`src/hw/rtl/kvlt_pkg.sv`:
```
// Shared types, character codes and result kinds for the key/value line tokenizer.
// Depends on nothing; every other file of the block imports it.
package kvlt_pkg;

   localparam int BLANK_COUNT_BITS_DEFAULT = 16;
   localparam int BLANK_FIELD_BITS         = 16;
   localparam int QUEUE_DEPTH              = 4;
   localparam int QUEUE_PTR_BITS           = $clog2(QUEUE_DEPTH);
   localparam int QUEUE_COUNT_BITS         = $clog2(QUEUE_DEPTH + 1);
   localparam int REQ_TDATA_BITS           = 8;
   localparam int RSP_TDATA_BITS           = 32;

   localparam logic [7:0] CHAR_NUL   = 8'h00;
   localparam logic [7:0] CHAR_TAB   = 8'h09;
   localparam logic [7:0] CHAR_LF    = 8'h0A;
   localparam logic [7:0] CHAR_CR    = 8'h0D;
   localparam logic [7:0] CHAR_SPACE = 8'h20;
   localparam logic [7:0] CHAR_EQUAL = 8'h3D;

   typedef enum logic [3:0] {
      PH_LINE   = 4'b0001,
      PH_KEY    = 4'b0010,
      PH_VSTART = 4'b0100,
      PH_VALUE  = 4'b1000
   } phase_type;

   typedef enum logic [3:0] {
      KIND_KEY_BYTE     = 4'd0,
      KIND_KEY_BLANKS   = 4'd1,
      KIND_KEY_END      = 4'd2,
      KIND_VALUE_BYTE   = 4'd3,
      KIND_VALUE_BLANKS = 4'd4,
      KIND_PAIR_END     = 4'd5,
      KIND_LINE_DROPPED = 4'd6,
      KIND_END_CLEAN    = 4'd7,
      KIND_END_UNTERM   = 4'd8
   } kind_type;

   typedef struct packed {
      kind_type                    kind;
      logic [7:0]                  data_byte;
      logic [BLANK_FIELD_BITS-1:0] blank_count;
      logic                        last;
   } result_type;

   // results caused by one input item, in order
   typedef struct packed {
      logic [1:0] count;
      result_type first;
      result_type second;
   } push_type;

   function automatic result_type make_result(kind_type kind, logic [7:0] data_byte,
                                              logic [BLANK_FIELD_BITS-1:0] blank_count);
      result_type r;
      r.kind        = kind;
      r.data_byte   = data_byte;
      r.blank_count = blank_count;
      r.last        = 1'b0;
      return r;
   endfunction

endpackage

```
`src/hw/rtl/kvlt_decode.sv`:
```
// Next-state and result logic for one text byte of the tokenizer.
// Depends on kvlt_pkg.
module kvlt_decode
   import kvlt_pkg::*;
#(
   parameter int BLANK_COUNT_BITS = BLANK_COUNT_BITS_DEFAULT
) (
   input  logic [7:0]                  text_byte,
   input  logic                        end_of_input,
   input  phase_type                   phase,
   input  logic [BLANK_COUNT_BITS-1:0] pending_blanks,
   input  logic                        after_cr,
   output phase_type                   phase_in,
   output logic [BLANK_COUNT_BITS-1:0] pending_blanks_in,
   output logic                        after_cr_in,
   output push_type                    push
);

   logic                        is_end;
   logic                        is_blank;
   logic [BLANK_COUNT_BITS-1:0] blanks_inc;
   logic [31:0]                 blanks_wide;
   logic [BLANK_FIELD_BITS-1:0] blanks_field;

   assign is_end       = end_of_input || (text_byte == CHAR_NUL);
   assign is_blank     = (text_byte == CHAR_SPACE) || (text_byte == CHAR_TAB);
   // count saturates at all ones
   assign blanks_inc   = (pending_blanks == '1) ? pending_blanks
                                                : pending_blanks + 1'b1;
   assign blanks_wide  = 32'(pending_blanks);
   assign blanks_field = blanks_wide[BLANK_FIELD_BITS-1:0];

   always_comb begin
      phase_in          = phase;
      pending_blanks_in = pending_blanks;
      after_cr_in       = after_cr;
      push.count        = 2'd0;
      push.first        = make_result(KIND_KEY_BYTE, 8'h00, '0);
      push.second       = make_result(KIND_KEY_BYTE, 8'h00, '0);

      if (is_end) begin
         if (phase == PH_KEY || phase == PH_VSTART || phase == PH_VALUE) begin
            push.count  = 2'd2;
            push.first  = make_result(KIND_LINE_DROPPED, 8'h00, '0);
            push.second = make_result(KIND_END_UNTERM, 8'h00, '0);
         end else begin
            push.count = 2'd1;
            push.first = make_result(KIND_END_CLEAN, 8'h00, '0);
         end
         phase_in          = PH_LINE;
         pending_blanks_in = '0;
         after_cr_in       = 1'b0;
      end else if (after_cr && text_byte == CHAR_LF) begin
         // second half of CR LF
         after_cr_in = 1'b0;
      end else begin
         after_cr_in = 1'b0;
         if (text_byte == CHAR_LF || text_byte == CHAR_CR) begin
            after_cr_in = (text_byte == CHAR_CR);
            case (phase)
               PH_KEY: begin
                  push.count = 2'd1;
                  push.first = make_result(KIND_LINE_DROPPED, 8'h00, '0);
               end
               PH_VSTART, PH_VALUE: begin
                  push.count = 2'd1;
                  push.first = make_result(KIND_PAIR_END, 8'h00, '0);
               end
               default: begin
               end
            endcase
            phase_in          = PH_LINE;
            pending_blanks_in = '0;
         end else begin
            case (phase)
               PH_KEY: begin
                  if (is_blank) begin
                     pending_blanks_in = blanks_inc;
                  end else if (text_byte == CHAR_EQUAL) begin
                     push.count        = 2'd1;
                     push.first        = make_result(KIND_KEY_END, 8'h00, '0);
                     pending_blanks_in = '0;
                     phase_in          = PH_VSTART;
                  end else if (pending_blanks != '0) begin
                     push.count        = 2'd2;
                     push.first        = make_result(KIND_KEY_BLANKS, 8'h00, blanks_field);
                     push.second       = make_result(KIND_KEY_BYTE, text_byte, '0);
                     pending_blanks_in = '0;
                  end else begin
                     push.count = 2'd1;
                     push.first = make_result(KIND_KEY_BYTE, text_byte, '0);
                  end
               end
               PH_VSTART: begin
                  if (!is_blank) begin
                     push.count = 2'd1;
                     push.first = make_result(KIND_VALUE_BYTE, text_byte, '0);
                     phase_in   = PH_VALUE;
                  end
               end
               PH_VALUE: begin
                  if (is_blank) begin
                     pending_blanks_in = blanks_inc;
                  end else if (pending_blanks != '0) begin
                     push.count        = 2'd2;
                     push.first        = make_result(KIND_VALUE_BLANKS, 8'h00, blanks_field);
                     push.second       = make_result(KIND_VALUE_BYTE, text_byte, '0);
                     pending_blanks_in = '0;
                  end else begin
                     push.count = 2'd1;
                     push.first = make_result(KIND_VALUE_BYTE, text_byte, '0);
                  end
               end
               default: begin
                  pending_blanks_in = '0;
                  phase_in          = PH_LINE;
                  if (text_byte == CHAR_EQUAL) begin
                     push.count = 2'd1;
                     push.first = make_result(KIND_KEY_END, 8'h00, '0);
                     phase_in   = PH_VSTART;
                  end else if (!is_blank) begin
                     push.count = 2'd1;
                     push.first = make_result(KIND_KEY_BYTE, text_byte, '0);
                     phase_in   = PH_KEY;
                  end
               end
            endcase
         end
      end

      if (push.count == 2'd1) begin
         push.first.last = 1'b1;
      end
      if (push.count == 2'd2) begin
         push.second.last = 1'b1;
      end
   end

endmodule

```
`src/hw/rtl/kvlt_result_queue.sv`:
```
// Small result queue: takes up to two results a cycle, hands out one.
// Depends on kvlt_pkg.
module kvlt_result_queue
   import kvlt_pkg::*;
(
   input  logic       clock,
   input  logic       reset,
   input  logic       push_en,
   input  push_type   push,
   output logic       room,
   output logic       head_valid,
   output result_type head,
   input  logic       pop
);

   result_type                  queue_ff [QUEUE_DEPTH];
   logic [QUEUE_PTR_BITS-1:0]   wr_ptr_ff, wr_ptr_in;
   logic [QUEUE_PTR_BITS-1:0]   rd_ptr_ff, rd_ptr_in;
   logic [QUEUE_COUNT_BITS-1:0] count_ff, count_in;
   logic [QUEUE_COUNT_BITS-1:0] push_n;
   logic                        do_pop;

   // room for a full two-result item regardless of the output side
   assign room       = (count_ff <= QUEUE_COUNT_BITS'(QUEUE_DEPTH - 2));
   assign head_valid = (count_ff != '0);
   assign head       = queue_ff[rd_ptr_ff];
   assign do_pop     = pop && head_valid;
   assign push_n     = push_en ? QUEUE_COUNT_BITS'(push.count) : '0;

   always_comb begin
      wr_ptr_in = wr_ptr_ff + QUEUE_PTR_BITS'(push_n);
      rd_ptr_in = rd_ptr_ff + QUEUE_PTR_BITS'(do_pop);
      count_in  = count_ff + push_n - QUEUE_COUNT_BITS'(do_pop);
   end

   always_ff @(posedge clock) begin
      if (reset) begin
         wr_ptr_ff <= '0;
         rd_ptr_ff <= '0;
         count_ff  <= '0;
      end else begin
         wr_ptr_ff <= wr_ptr_in;
         rd_ptr_ff <= rd_ptr_in;
         count_ff  <= count_in;
      end
   end

   always_ff @(posedge clock) begin
      if (push_n != '0) begin
         queue_ff[wr_ptr_ff] <= push.first;
      end
      if (push_n == QUEUE_COUNT_BITS'(2)) begin
         queue_ff[wr_ptr_ff + QUEUE_PTR_BITS'(1)] <= push.second;
      end
   end

endmodule

```
`src/hw/rtl/key_value_line_tokenizer_top.sv`:
```
// Key/value line tokenizer: one text byte per req item, results as a stream of rsp items.
// A byte is taken every cycle while the four-entry result queue has room for two
// results, and the output side hands out one result per cycle while rsp_tready is high;
// a byte may yield two results (a blank run followed by a character, or end of input
// inside a line). Results are written into the result queue registers before they
// appear on rsp.
// Depends on kvlt_pkg, kvlt_decode and kvlt_result_queue.
module key_value_line_tokenizer_top
   import kvlt_pkg::*;
#(
   parameter int BLANK_COUNT_BITS = BLANK_COUNT_BITS_DEFAULT
) (
   input  logic                      clock,
   input  logic                      reset,
   input  logic                      req_tvalid,
   output logic                      req_tready,
   input  logic [REQ_TDATA_BITS-1:0] req_tdata,   // [7:0] text_byte
   input  logic                      req_tuser,   // [0] end_of_input
   output logic                      rsp_tvalid,
   input  logic                      rsp_tready,
   output logic [RSP_TDATA_BITS-1:0] rsp_tdata,   // [3:0] kind, [11:4] data_byte,
                                                  // [27:12] blank_count, [31:28] zero
   output logic                      rsp_tlast    // last result of the input item
);

   phase_type                   phase_ff, phase_in;
   logic [BLANK_COUNT_BITS-1:0] pending_blanks_ff, pending_blanks_in;
   logic                        after_cr_ff, after_cr_in;
   push_type                    push;
   result_type                  head;
   logic                        accept;

   assign accept = req_tvalid && req_tready;

   kvlt_decode #(
      .BLANK_COUNT_BITS(BLANK_COUNT_BITS)
   ) u_decode (
      .text_byte        (req_tdata[7:0]),
      .end_of_input     (req_tuser),
      .phase            (phase_ff),
      .pending_blanks   (pending_blanks_ff),
      .after_cr         (after_cr_ff),
      .phase_in         (phase_in),
      .pending_blanks_in(pending_blanks_in),
      .after_cr_in      (after_cr_in),
      .push             (push)
   );

   kvlt_result_queue u_queue (
      .clock     (clock),
      .reset     (reset),
      .push_en   (accept),
      .push      (push),
      .room      (req_tready),
      .head_valid(rsp_tvalid),
      .head      (head),
      .pop       (rsp_tready)
   );

   always_ff @(posedge clock) begin
      if (reset) begin
         phase_ff          <= PH_LINE;
         pending_blanks_ff <= '0;
         after_cr_ff       <= 1'b0;
      end else if (accept) begin
         phase_ff          <= phase_in;
         pending_blanks_ff <= pending_blanks_in;
         after_cr_ff       <= after_cr_in;
      end
   end

   assign rsp_tdata = {4'b0000, head.blank_count, head.data_byte, head.kind};
   assign rsp_tlast = head.last;

endmodule

```
`config.mk`:
```
export PLATFORM = sky130hd
export DESIGN_NAME = key_value_line_tokenizer_top
export DESIGN_NICKNAME = d
export VERILOG_FILES = /design/src/hw/rtl/kvlt_pkg.sv /design/src/hw/rtl/kvlt_decode.sv /design/src/hw/rtl/kvlt_result_queue.sv /design/src/hw/rtl/key_value_line_tokenizer_top.sv
export SDC_FILE = /design/constraint.sdc
export NUM_CORES = 1
export LEC_CHECK = 0
export ABC_AREA = 1
export BUFFER_PORTS_ARGS = -buffer_cell sky130_fd_sc_hd__buf_4
export CAP_MARGIN = 20
export CORE_MARGIN = 2
export CORE_UTILIZATION = 55
export CTS_CLUSTER_DIAMETER = 60
export DETAILED_ROUTE_END_ITERATION = 7
export GPL_ROUTABILITY_DRIVEN = 1
export PLACE_DENSITY = 0.73
export SETUP_SLACK_MARGIN = 0.15
export SLEW_MARGIN = 20
export SYNTH_ARGS = -nofsm -noshare
export SYNTH_HDL_FRONTEND = slang
export SYNTH_SLANG_ARGS = --single-unit
```
`constraint.sdc`:
```
create_clock -name clock -period 7.6 [get_ports clock]
set_input_delay 0.76 -clock clock [delete_from_list [all_inputs] [get_ports clock]]
set_output_delay 0.76 -clock clock [all_outputs]
set_load 0.05 [all_outputs]
```
# [After elaboration in Yosys (flattened, before gate mapping)]
# Memories as Yosys holds them, arrays and structs flattened. A register that Yosys moved wholly into a read port is not among the register bits.
# Index checks and enable logic that the tools add are counted.
[classes] muxes=49 n_reduce_logical=15 add_sub_neg=6 eq_ne=18 n_lt_le_gt_ge=1
[ops] operator="$mux 60" count=4
[ops] operator="$mux 31" count=5
[ops] operator="$mux 16" count=8
[ops] operator="$pmux 31 s3" count=1
[ops] operator="$mux 30" count=3
[ops] operator="$mux 29" count=3
[ops] operator="$pmux 30 s2" count=1
[ops] operator="$pmux 29 s2" count=1
[ops] operator="$pmux 16 s3" count=1
[ops] operator="$mux 4" count=7
[ops] operator="$mux 27" count=1
[ops] operator="$mux 25" count=1
[ops] operator="$eq 8x4->1 const B" count=3
[ops] operator="$add 16x1->16 const B" count=1
[ops] operator="$eq 16x16->1 const B" count=1
[ops] operator="$eq 8x6->1 const B" count=2
[ops] operator="$reduce_bool 16->1" count=1
[ops] operator="$ne 4x3->1 const B" count=3
[ops] operator="$pmux 4 s3" count=1
[ops] operator="$mux 1" count=9
[ops] operator="$logic_not 8->1" count=1
[ops] operator="$mux 2" count=3
[ops] operator="$ne 3x2->1 const B" count=2
[ops] operator="$reduce_and 6->1" count=1
[ops] operator="18 further kinds" count=25
[word_totals] elab_cells=96 mem_count=1 ram_bits=116 ff_bits=28
[memory_table] memory="u_queue.queue_ff" depth=4 word_bits=29 rd=1 rd_ports_with_merged_regs=1 wr=2 line_no="kvlt_result_queue.sv:16" rtl="result_type queue_ff [QUEUE_DEPTH];"

# [Depth between registers and ports, before layout]
# Gate-level depths: netlist of the first run.
[logic_depth] depth_word=12 ltp_mapped=18 depth_no_buf=18

# [Modules after synthesis]
# A second synthesis of the first run with hierarchy kept.
[unflattened] cells_unflattened=1194 hier_area_um2=8946.1
[by_module_without_submodules] module="kvlt_result_queue" area_per_inst_um2=6053.3 instances=1 cells_each=635
[by_module_without_submodules] module="kvlt_decode" area_per_inst_um2=1988.2 instances=1 cells_each=421
[by_module_without_submodules] module="key_value_line_tokenizer_top" area_per_inst_um2=904.6 instances=1 cells_each=138

# [Worst setup path before layout of the first run]
# No wires, ideal clock.
[synth_path] path_type="input port to flip-flop" startpoint="in req_tdata[0]" endpoint="mem u_queue.queue_ff[1][0] (netlist bit) (enable)" setup_slack_ns=4.838 stages=13 t_required_ns=7.250 arrival_time_ns=2.411 path_buffers=2 cell_sequence="nor2_1 > nand3_1 > nor2_1 > nor2_4 > nor2_2 > inv_2 > o21ai_4 > nand2_4 > inv_2 > nand2_1 > buf_4 > buf_4 > nand2_1"
[synth_lines] item="start, declared" line_no="key_value_line_tokenizer_top.sv:17" rtl="input logic [REQ_TDATA_BITS-1:0] req_tdata,"
[synth_lines] item="end, declared" line_no="kvlt_result_queue.sv:16"

==> results of run 1 <==
routing by layer:
| metal | routed length (µm) | vias to the layer above | share of wire |
|---|---|---|---|
| met3 | 1850 | 34 | 0.089 |
| met4 | 362 | 0 | 0.017 |
| met5 | 0 | - | 0 |
| met1 | 9410 | 3372 | 0.45 |
| li1 | - | 3662 | - |
| met2 | 9100 | 312 | 0.44 |
layout make-up:
class	count	share of cell area
multi-input combinational	802	0.439
sequential	144	0.388
clock buffer	24	0.0604
timing repair buffer	51	0.0441
inverter	74	0.0323
tap	180	0.0259
clock inverter	8	0.0111
power by group:
group / switching [mW] / internal (mW) / leakage, nW / total [mW]
combinational: 1.08 / 0.437 / 2.21 / 1.52
clock: 0.323 / 0.548 / 0.308 / 0.871
sequential: 0.113 / 1.04 / 1.26 / 1.15
sequential cells by signal, indices dropped and copies added (netlist names):
| name | flops |
|---|---|
| after_cr_ff | 1 |
| u_queue.count_ff | 3 |
| phase_ff | 4 |
| pending_blanks_ff | 16 |
| u_queue.wr_ptr_ff | 2 |
| u_queue.rd_ptr_ff | 2 |
| u_queue.queue_ff | 116 |
cell usage in the layout, fill, tap and decap left out, types with 3 or more instances in the layout:
cell type	Yosys	layout
a21oi_1	91	91
buf_4	11	51
clkbuf_16	0	19
clkbuf_8	0	3
clkinv_1	3	3
conb_1	1	4
dfxtp_1	96	95
edfxtp_1	48	48
ha_1	7	7
inv_1	49	49
inv_2	21	21
inv_4	1	4
nand2_1	200	200
nand2_2	4	4
nand2_4	3	3
nand3_1	113	113
nand4_1	10	10
nor2_1	174	171
nor2_2	4	7
nor3_1	17	17
o211ai_1	4	4
o21ai_0	82	82
o21ai_1	33	33
o22ai_1	29	29
xnor2_1	6	6
xor2_1	7	7
logic make-up (layout without fill, tap and decap cells):
logic type | after synthesis | in the layout | synth area share
DFF | 144 | 144 | 0.430
other | 1 | 4 | 0.000479
and+or+nand+nor | 529 | 529 | 0.286
xor gates and xnor gates | 13 | 13 | 0.0146
adders and majority gates | 8 | 8 | 0.0138
buffers and inverters | 145 | 157 | 0.0860
AOI/OAI and AO/OA | 248 | 248 | 0.169
stage by stage:
step	area, µm²	setup WS, ns	util	instances
6_report	8680	4.09	0.625	1283
5_1_grt	8680	3.81	0.625	1283
4_1_cts	8680	4.12	0.625	1283
3_5_place_dp	8060	3.68	0.581	1251
3_3_place_gp	8060	3.66	0.581	1251
2_1_floorplan	7840	4.84	-	1091
final timing paths:
check                                        startpoint                       to  slack, ns  cells past startpoint
worst max-delay path                       req_tdata[4]  u_queue.queue_ff[3][18]       4.09                     13
worst min-delay path            u_queue.queue_ff[1][10]  u_queue.queue_ff[1][10]       0.47                      2
worst min register to register  u_queue.queue_ff[1][10]  u_queue.queue_ff[1][10]       0.47                      2
worst max register to register     pending_blanks_ff[1]  u_queue.queue_ff[3][18]       4.14                     14
critical path, stage by stage:
cell and delay, ns:
buf_4 0.10, inv_2 0.05, nand3_2 0.08, nor2_1 0.07, nor2_4 0.17, inv_4 0.09, nor2_4 0.29, inv_2 0.17
o21ai_4 0.21, nand2_4 0.09, nand2_4 0.45, nand2_1 0.46, nand2_1 0.54
==> flow_summary.toml, run 1 <==
[status]
outcome = "complete, no violations"

[pwr]
leakage_nw = 3.77
power_density_nw_per_um2 = 407
finalPower_mw = 3.54
vdd_drop_max_mv = 0.212

[global_routing]
grt_pass1_vias = 6491
grt_max_degree = 76
grt_use_total = 0.285
grtUsageMet2 = 0.409
grt.met1_usage = 0.422
overflow = 0
grt_use_met3 = 0.0595
grt-busiest-layer = "met1"
antenna_found_initial = 0
grt_pass1_wl_um = 33500

[cts]
cts.path.max_buffers = 2
insertion_delay_ns = 0.43
cts_max_level = 4
clock-sinks = 144
cts.hold.buffers_added = 0
post_cts_buffers = 0
cts_inserted_buffers = 17
cts_tree = "done"
clk_pin_slew_ns = 0.06
cts_resized = 0
root_buffer = "clkbuf_16"

[timing]
worst_pin_slew_ns = 1.02
whs_ns = 0.474
hold_violations = 0
fin_setup_tns_ns = 0
fin_crit_ns = 3.51
fmax_mhz = 285
clock_skew_ns = 0.0103
period_share = 0.462
setup_viol = 0
maxSlewViolCount = 0
max_slew_margin = 0.322
rsz0062_at_grt = "no"

[synthesis]
ys_top_cells_by_area = "dfxtp_1 25%, edfxtp_1 18%, nand2_1 9.6%"
ys.flop_type = "dfxtp_1"
postSynthCellCount = 1088
async_flop_share = 0
synth-seq-cells = 144
yosysTopAreaCellShare = 0.246
synth-edff-count = 48
yosys_warnings = 0
syn-cell-area_um2 = 7820
synth_most_common_cell = "nand2_1"
synth_cell_types = 41
yosys-top-cells-count = "200 x nand2_1, 174 x nor2_1, 113 x nand3_1"
yosysSeqAreaShare = 0.430
syn-mean-instance-area_um2 = 7.19
post-synth-top-area-cell = "dfxtp_1"

[worst_setup_path]
endpoint_kind = "flop"
cp-start-kind = "primary input"
required_ns = 7.66
critPathKind = "in -> reg"
worstPathArrival_ns = 3.57
critPathMaxFanout = 60

[floorplan]
die-area_um2 = 15200
fp.dieW_um = 123
coreArea_um2 = 13900
num_rows = 43
dieHeight_um = 123
ios = 48
initial_utilization = 0.564

[drt]
wirelength_um = 20700
wl_per_cell_um = 16.2
detail-route-antenna-nets = 0
viasPerCell = 5.75
drtPass1Iterations = 5
via_count = 7380
drtIter0Drc = 875
drc = 0

[job]
maxCapViolCount = 0

[hold_path]
hold_path_class = "reg -> reg"

[placed_design]
gp_congestion = 0.882
hpwl_um = 13400
portBuffers = 43

[cells_and_area]
drive_above_1_share = 0.112
multi_input_comb_area_um2 = 3810
regArea_um2 = 3360
fillers = 1311
diodes = 0
nets = 1111
syn2layout_area_growth_pct = 10.9
Note: power is estimated with default switching activity, not from simulation.
==> run 2: changes to the inputs <==
Settings changed: PLACE_DENSITY 0.73 to 0.76.
Clock period 7.6 ns to 3.2 ns, I/O delays scaled along.
==> flow_summary.toml, run 2 (synthesized netlist as in run 1, its figures left out) <==
[status]
outcome = "complete, no violations"

[floorplan]
dieHeight_um = 123
num_rows = 43
die-area_um2 = 15200
coreArea_um2 = 13900
ios = 48
initial_utilization = 0.564
fp.dieW_um = 123

[cts]
post_cts_buffers = 0
cts_max_level = 4
cts.path.max_buffers = 2
cts.hold.buffers_added = 0
root_buffer = "clkbuf_16"
cts_inserted_buffers = 17
clk_pin_slew_ns = 0.06
insertion_delay_ns = 0.43
clock-sinks = 144
cts_tree = "done"

[timing]
maxSlewViolCount = 0
fin_crit_ns = 2.68
fin_setup_tns_ns = 0
worst_pin_slew_ns = 0.884
rsz0062_at_grt = "no"
hold_violations = 0
clock_skew_ns = 0.0104
setup_ws_ns = 0.518
setup_viol = 0
whs_ns = 0.195
period_share = 0.838
max_slew_margin = 0.410
fmax_mhz = 373

[worst_setup_path]
crit_path_max_incr_delay_ns = 0.42
endpoint_kind = "flop"
critPathKind = "reg -> reg"
reg2reg_depth = 18
path_cells = "inv_1, ha_1, nand3_1, nor2_1, nand2_2, nand2_1, nand2_1, nand3_1, nand2_1, nand2_1, nand3_1, inv_1, ha_1, inv_1, fa_1, xor2_1, inv_1, nor2_1"
endpoint = "u_queue.count_ff[2]"
crit_slowest_cell = "fa_1"
rr_endpoint = "u_queue.count_ff[2]"
required_ns = 3.52
rrSetupSlack_ns = 0.52
critPathMaxFanout = 5
cp-start-kind = "flop"
worstPathArrival_ns = 3.00
cp_num_buf_inv = 4
critPathTopFamily = "simple AND/OR/NAND/NOR gates"
r2r-start = "pending_blanks_ff[1]"
cp.depth = 18
crit_start = "pending_blanks_ff[1]"

[global_routing]
grt_pass1_vias = 6421
antenna_found_initial = 0
grt_max_degree = 91
grt_use_total = 0.280
overflow = 0
grt_pass1_wl_um = 32800

[drt]
wirelength_um = 20600
wl_per_cell_um = 15.8
detail-route-antenna-nets = 0
via_count = 7381
drtIter0Drc = 830
viasPerCell = 5.65
drc = 0
drtPass1Iterations = 5

[cells_and_area]
final_common_cell = "nand2_1"
fin_util = 0.632
syn2layout_area_growth_pct = 12.2
final_cell_mix = "199 x nand2_1, 171 x nor2_1, 113 x nand3_1"
regMostFlops = "u_queue.queue_ff"
reg_top3 = "u_queue.queue_ff: 116 flops, pending_blanks_ff: 16 flops, phase_ff: 4 flops"
final_cell_area_um2 = 8780
drive_above_1_share = 0.132
largest_reg_flops = 116
diodes = 0
layout.cells.non_filler = 1307
nets = 1135

[pwr]
vdd_drop_max_mv = 0.546
finalPower_mw = 8.14
power_density_nw_per_um2 = 927
leakage_nw = 3.85

[job]
maxCapViolCount = 0

[hold_path]
hold_path_class = "in -> reg"
hp-start = "req_tuser"
hold_depth = 4

[placed_design]
gp_congestion = 0.926
dp.cells = 1275
preCtsSetupSlack_ns = 0.380
placed_area_um2 = 8250
portBuffers = 43
hpwl_um = 13300
==> run 2: what timing repair did <==
| item | in CTS | in global routing |
|---|---|---|
| endpoints found under the hold margin | 0 | 0 |
| resized for setup | 0 | 2 |
| endpoints found under the setup margin | 0 | 46 |
==> run 2: how the worst min path moves through the flow <==
stage / to
floorplan: u_queue.queue_ff[1][10]
global placement: u_queue.queue_ff[1][5]
detailed placement: u_queue.queue_ff[2][15]
CTS: after_cr_ff
global route: after_cr_ff
finish: after_cr_ff
==> run 2: metal layers <==
metal	GRT usage	part of all wire	vias up
met5	0	0	-
met4	0.0923	0.018	0
met3	0.0521	0.084	31
met2	0.421	0.45	301
met1	0.408	0.45	3351
li1	-	-	3698
==> run 2: cell type report <==
| type | count | area [µm²] |
|---|---|---|
| clock buffer | 17 | 425 |
| clock inverter | 15 | 93.8 |
| fill | 1258 | 5100 |
| inverter | 74 | 280 |
| multi-input combinational | 802 | 3810 |
| sequential | 144 | 3360 |
| tap | 180 | 225 |
| timing repair buffer | 75 | 579 |
==> run 2: report_power, final <==
part           total (mW)  switching (mW)  internal (mW)
logic                3.66            2.57           1.09
clock network        1.77           0.796          0.979
registers            2.70           0.244           2.46
==> run 2: worst reg2reg max path, stage by stage (launching register included) <==
cell and delay, ns:
dfxtp_1 0.34, inv_1 0.13, ha_1 0.18, nand3_1 0.08
nor2_1 0.14, nand2_2 0.14, nand2_1 0.09, nand2_1 0.09
nand3_1 0.11, nand2_1 0.05, nand2_1 0.07, nand3_1 0.14
inv_1 0.14, ha_1 0.15, inv_1 0.05, fa_1 0.42
xor2_1 0.17, inv_1 0.06, nor2_1 0.03
